==> src/sv/qra_pkg.sv <==
// Shared types, widths and constants for the quaternion running average block.
// Used by every module of the block; depends on nothing.
package qra_pkg;

  localparam int FRAC_BITS_DEF = 14;   // default fraction bits (Q2.14)
  localparam int QW            = 16;   // width of one quaternion component
  localparam int SW            = QW + 1;          // width of one sum component
  localparam int PW            = 2 * SW;          // width of the shared product
  localparam int DOTW          = 2 * QW + 3;      // dot product accumulator
  localparam int SQCW          = 2 * QW + 1;      // square of one sum component
  localparam int SQW           = 2 * QW + 3;      // sum of the four squares
  localparam int NLANE         = 4;               // w, x, y, z
  localparam int IDXW          = $clog2(NLANE);
  localparam int ROOT_STEPS    = QW;              // one result bit per step
  localparam int CNTW          = $clog2(ROOT_STEPS);

  // Largest magnitudes that the signed output field can hold.
  localparam logic [SW-1:0] MAG_POS_MAX = SW'((1 << (QW - 1)) - 1);
  localparam logic [SW-1:0] MAG_NEG_MAX = SW'(1 << (QW - 1));

  typedef enum logic [2:0] {
    ST_IDLE,
    ST_DOT,
    ST_SQ,
    ST_RINIT,
    ST_ROOT,
    ST_NORM,
    ST_EMIT
  } qra_state_t;

  typedef struct packed {
    logic            take;       // capture the accepted quaternion
    logic            load_avg;   // load the average with the accepted quaternion
    logic            dot_en;     // accumulate one dot product term
    logic            sq_en;      // form one sum component and its square
    logic [IDXW-1:0] idx;        // component being worked on
    logic            root_init;  // start the normalization lanes
    logic            root_step;  // one result bit in every lane
    logic            norm_wr;    // write the normalized average
    logic            out_wr;     // copy the average into the output register
  } qra_cmd_t;

endpackage

==> src/sv/qra_ctrl.sv <==
// Controller: state machine that sequences the datapath, tracks the open set
// and owns both handshakes. Depends on qra_pkg.
module qra_ctrl (
  input  logic              clk,
  input  logic              rst,
  input  logic              in_valid,
  output logic              in_ready,
  input  logic              first_of_set,
  input  logic              last_of_set,
  output logic              out_valid,
  input  logic              out_ready,
  output qra_pkg::qra_cmd_t cmd
);
  import qra_pkg::*;

  qra_state_t      state;
  qra_state_t      state_next;
  logic [CNTW-1:0] cnt;
  logic [CNTW-1:0] cnt_next;
  logic            set_open;
  logic            set_open_next;
  logic            last_q;
  logic            out_valid_next;
  logic            take;
  logic            load;
  logic            out_free;

  assign take     = (state == ST_IDLE) && in_valid;
  assign load     = first_of_set || !set_open;
  assign out_free = !out_valid || out_ready;

  always_comb begin
    state_next = state;
    case (state)
      ST_IDLE: begin
        if (in_valid) begin
          if (load) begin
            state_next = last_of_set ? ST_EMIT : ST_IDLE;
          end else begin
            state_next = ST_DOT;
          end
        end
      end
      ST_DOT: begin
        if (cnt == CNTW'(NLANE - 1)) begin
          state_next = ST_SQ;
        end
      end
      ST_SQ: begin
        if (cnt == CNTW'(NLANE - 1)) begin
          state_next = ST_RINIT;
        end
      end
      ST_RINIT: state_next = ST_ROOT;
      ST_ROOT: begin
        if (cnt == CNTW'(ROOT_STEPS - 1)) begin
          state_next = ST_NORM;
        end
      end
      ST_NORM: state_next = last_q ? ST_EMIT : ST_IDLE;
      ST_EMIT: begin
        if (out_free) begin
          state_next = ST_IDLE;
        end
      end
      default: state_next = ST_IDLE;
    endcase
  end

  always_comb begin
    in_ready      = (state == ST_IDLE);
    cmd           = '0;
    cmd.take      = take;
    cmd.load_avg  = take && load;
    cmd.dot_en    = (state == ST_DOT);
    cmd.sq_en     = (state == ST_SQ);
    cmd.idx       = cnt[IDXW-1:0];
    cmd.root_init = (state == ST_RINIT);
    cmd.root_step = (state == ST_ROOT);
    cmd.norm_wr   = (state == ST_NORM);
    cmd.out_wr    = (state == ST_EMIT) && out_free;
  end

  always_comb begin
    cnt_next = '0;
    if (state_next == state && state != ST_IDLE && state != ST_EMIT) begin
      cnt_next = cnt + 1'b1;
    end
    set_open_next = set_open;
    if (take) begin
      set_open_next = 1'b1;
    end else if (cmd.out_wr) begin
      set_open_next = 1'b0;
    end
    out_valid_next = out_valid;
    if (cmd.out_wr) begin
      out_valid_next = 1'b1;
    end else if (out_ready) begin
      out_valid_next = 1'b0;
    end
  end

  always_ff @(posedge clk) begin
    if (rst) begin
      state     <= ST_IDLE;
      cnt       <= '0;
      set_open  <= 1'b0;
      last_q    <= 1'b0;
      out_valid <= 1'b0;
    end else begin
      state     <= state_next;
      cnt       <= cnt_next;
      set_open  <= set_open_next;
      out_valid <= out_valid_next;
      if (take) begin
        last_q <= last_of_set;
      end
    end
  end

endmodule

==> config.mk <==
export PLATFORM = sky130hd
export DESIGN_NAME = qra_ctrl
export DESIGN_NICKNAME = d
export VERILOG_FILES = /design/src/sv/qra_pkg.sv /design/src/sv/qra_ctrl.sv
export SDC_FILE = /design/constraint.sdc
export NUM_CORES = 1
export LEC_CHECK = 0
export BUFFER_PORTS_ARGS = -buffer_cell sky130_fd_sc_hd__buf_4
export CAP_MARGIN = 20
export CELL_PAD_IN_SITES_DETAIL_PLACEMENT = 1
export CELL_PAD_IN_SITES_GLOBAL_PLACEMENT = 2
export CORE_ASPECT_RATIO = 0.9
export CORE_MARGIN = 5
export CORE_UTILIZATION = 30
export DETAILED_ROUTE_END_ITERATION = 10
export PLACE_DENSITY_LB_ADDON = 0.1
export SLEW_MARGIN = 20
export SYNTH_ARGS = -nofsm -noshare
export SYNTH_HDL_FRONTEND = slang
export SYNTH_SLANG_ARGS = --single-unit
==> constraint.sdc <==
create_clock -name clk -period 3.56 [get_ports clk]
set_input_delay 0 -clock clk [delete_from_list [all_inputs] [get_ports clk]]
set_output_delay 0 -clock clk [all_outputs]
set_load 0.02 [all_outputs]
==> flow_summary.toml <==
[global_route]
grt-ovfl-total = 0
grt_antenna_before_repair = 0
grt_use_total_pct = 11.4
grt_start_max_net_pins = 15
via_count_of_the_first_global_routing_pass = 553
grt_pass1_wl_um = 2550

[clock_tree]
clkTransAtPathRegs_ps = 70
cts_post_setup_buffers_inserted = 0
tritoncts = "built"
max-clock-path-buffers = 2
post_cts.resized_instances = 0
clock_buffer_count_from_cts = 3
clkLatencyLatePin_ps = 270
clock-sinks = 10
cts-root-buf = "sky130_fd_sc_hd__clkbuf_4"
htree_levels = 1

[synthesis]
synth_cell_type_count = 36
postSynth.asyncResetShare_pct = 0
yosys_warnings = 0
post_synth_instance_area_um2 = 624
synth.cells.most_frequent = "sky130_fd_sc_hd__dfxtp_1 (10), sky130_fd_sc_hd__buf_4 (5), sky130_fd_sc_hd__inv_1 (5), sky130_fd_sc_hd__nor2b_1 (5)"
yosys-top-cells-area = "sky130_fd_sc_hd__dfxtp_1 (32%), sky130_fd_sc_hd__buf_4 (6.0%), sky130_fd_sc_hd__nor2b_1 (5.0%)"
synth_top_area_cell = "sky130_fd_sc_hd__dfxtp_1"
synth_sequential_area_ratio_pct = 32.1
most_frequent_cell_after_synthesis = "sky130_fd_sc_hd__dfxtp_1"
number_of_enable_flip_flop_cells_after_synthesis = 0
post_synth_inst_count = 73
syn_avg_cell_area_um2 = 8.55
synthesis.nets = 80
ys_dominant_reg_cell = "sky130_fd_sc_hd__dfxtp_1"
post_synth_top_area_share_pct = 32.1
synth-seq-cells = 10

[timing]
worst_slew_pin_slew_ps = 491
report.final.setup_viol = 0
timing.final.max_slew_violations = 0
setup_slack_ps = 1980
unrepaired_setup_endpoints_after_global_routing = "no"
timing_hold_violations_final = 0
totalNegativeSetupSlack_ps = 0
finalWorstPathRequiredPeriod_ps = 1580
finalHoldWorstSlack_ps = 32.8
period_share_pct = 44.4
timing.max_slew.rel_slack_pct = 67.2
clock.fmax_ghz = 0.632
clock-skew-final_ps = 0.764

[worst_setup_path]
worstPathBufferInverterCount = 0
regToRegEndpoint = "cnt[2]$_SDFF_PP0_"
worstSetupEndpointType = "register"
timing.critical_path.fanout_max = 14
crit_arrival_ps = 1760
timing.rr.start = "state[0]$_SDFF_PP0_"
critical_path.max_stage_delay_ps = 630
family_with_the_most_delay_on_the_worst_path = "simple AND/OR/NAND/NOR gates"
critical_path_class = "register to register"
path_cells = "nor3b_2, o221ai_2, nor4_1"
ff2ff_setup_slack_ps = 1980
ff2ff_path_depth = 3
critical_path_required_ps = 3740
worst_path_max_delay_cell = "sky130_fd_sc_hd__dfxtp_1"
critical_path.startpoint_type = "register"

[power_and_ir_drop]
cellPowerDensity_mw_per_mm2 = 391
finalPower_uw = 308
static-leakage-power_nw = 0.332
vdd_drop_max_mv = 0.210

[placement]
gpl.final_weighted_congestion = 0.728
place_worst_setup_slack_ps = 2000
dp.final_hpwl_um = 1180
dpl-instance-area_um2 = 731
dp_cells = 108
portBuffers = 17

[layout]
multi_input_comb_area_um2 = 349
fillCellCount = 256
area_growth_from_synthesis_to_layout_pct = 26.1
ant_diodes = 0
seq_area_um2 = 200
fin_util_pct = 40.3
layout.nets = 97
layout-drive-gt1-share_pct = 30.3
finalNonFillerCells = 114
post-route-cell-area_um2 = 787

[floorplan]
placeableCoreArea_mm2 = 0.00195
design.die.area_mm2 = 0.00309
ios = 18
initial_utilization_pct = 32.0
core.rowCount = 15
fp.dieH_um = 53.3
die_w_um = 58.1

[route]
wl_per_cell_um = 13.2
drt-vias-per-instance = 4.98
route.detailed.drc = 0
drt_iter0_markers = 16
postRouteWirelength_um = 1510
detail-route-antenna-nets = 0
detail_route.first_pass.iterations = 4
num_vias = 568

[worst_hold_path]
timing.hold.worst.class = "primary input to register"
min_path_cells = 4
whs_endpoint = "out_valid$_SDFFE_PP0P_"
timing.hold.worst.start = "out_ready"

[outcome]
outcome = "finished clean"

[flow_run]
maxCapViolCount = 0
[cell type report]
| cell class | count | share of cell area, % |
|---|---|---|
| multi-input cells | 50 | 44.4 |
| flip-flops and latches | 10 | 25.4 |
| repair buffers | 19 | 18.8 |
| clock buffers | 4 | 4.61 |
| well taps | 25 | 3.97 |
| inverters | 6 | 2.86 |
[cells in the final DEF (no fill, tap or decap), types with 2 or more instances in the layout]
cell type and count:
sky130_fd_sc_hd__inv_1 5, sky130_fd_sc_hd__buf_4 17, sky130_fd_sc_hd__nand2b_1 2, sky130_fd_sc_hd__clkbuf_4 3
sky130_fd_sc_hd__nand2_1 3, sky130_fd_sc_hd__nor2b_1 5, sky130_fd_sc_hd__o21ai_1 2, sky130_fd_sc_hd__nor2_1 4
sky130_fd_sc_hd__nor4_1 4, sky130_fd_sc_hd__nor3b_1 3, sky130_fd_sc_hd__a31oi_1 3, sky130_fd_sc_hd__dlygate4sd3_1 2
sky130_fd_sc_hd__dfxtp_1 10, sky130_fd_sc_hd__nand3_1 2, sky130_fd_sc_hd__a21oi_1 2
[cell families after synthesis]
group	Yosys count	synth area share [%]
buf+inv	13	12.0
flops	10	32.1
simple gates	32	32.3
xor+xnor	2	2.81
mux	1	1.60
compound gates	14	17.2
fa+ha+maj	1	2.00
[layer usage]
layer	vias to the layer above	GRT usage (%)	part of all wire, %
li1	289	-	-
met1	258	15.7	54
met2	16	15.4	39
met3	5	2.20	4.1
met4	0	8.11	2.9
met5	-	0	0
[timing repair]
item / in CTS / in global routing
setup endpoints to repair: 0 / 0
hold endpoints to repair: 6 / 0
hold buffers: 2 / 0
[worst register-to-register path, delay by kind of cell, from the launching register on]
family	cells	cell delay [ps]
and+or+nand+nor	2	670
AOI/OAI and AO/OA	1	190
DFF	1	630
[power breakdown]
part	total [mW]	switching, mW	internal (mW)
Sequential	0.131	0.0123	0.119
Clock	0.103	0.0413	0.0622
Combinational	0.0735	0.0390	0.0345
[how the worst max path moves through the flow]
stage / end / slack, ps / depth (start not counted) / start
floorplan: cnt[2]$_SDFF_PP0_ / 2150 / 4 / state[2]$_SDFF_PP0_
global placement: cnt[0]$_SDFF_PP0_ / 1960 / 3 / state[0]$_SDFF_PP0_
detailed placement: cnt[2]$_SDFF_PP0_ / 2000 / 3 / state[0]$_SDFF_PP0_
CTS: cnt[2]$_SDFF_PP0_ / 1980 / 3 / state[0]$_SDFF_PP0_
global route: cnt[2]$_SDFF_PP0_ / 1780 / 3 / state[0]$_SDFF_PP0_
finish: cnt[2]$_SDFF_PP0_ / 1980 / 3 / state[0]$_SDFF_PP0_
[state kept, by name, summed over array words and instances, names as in the netlist]
name,cells
cnt,4
state,3
last_q,1
out_valid,1
set_open,1
No activity file was read; power rests on OpenSTA's default activity.
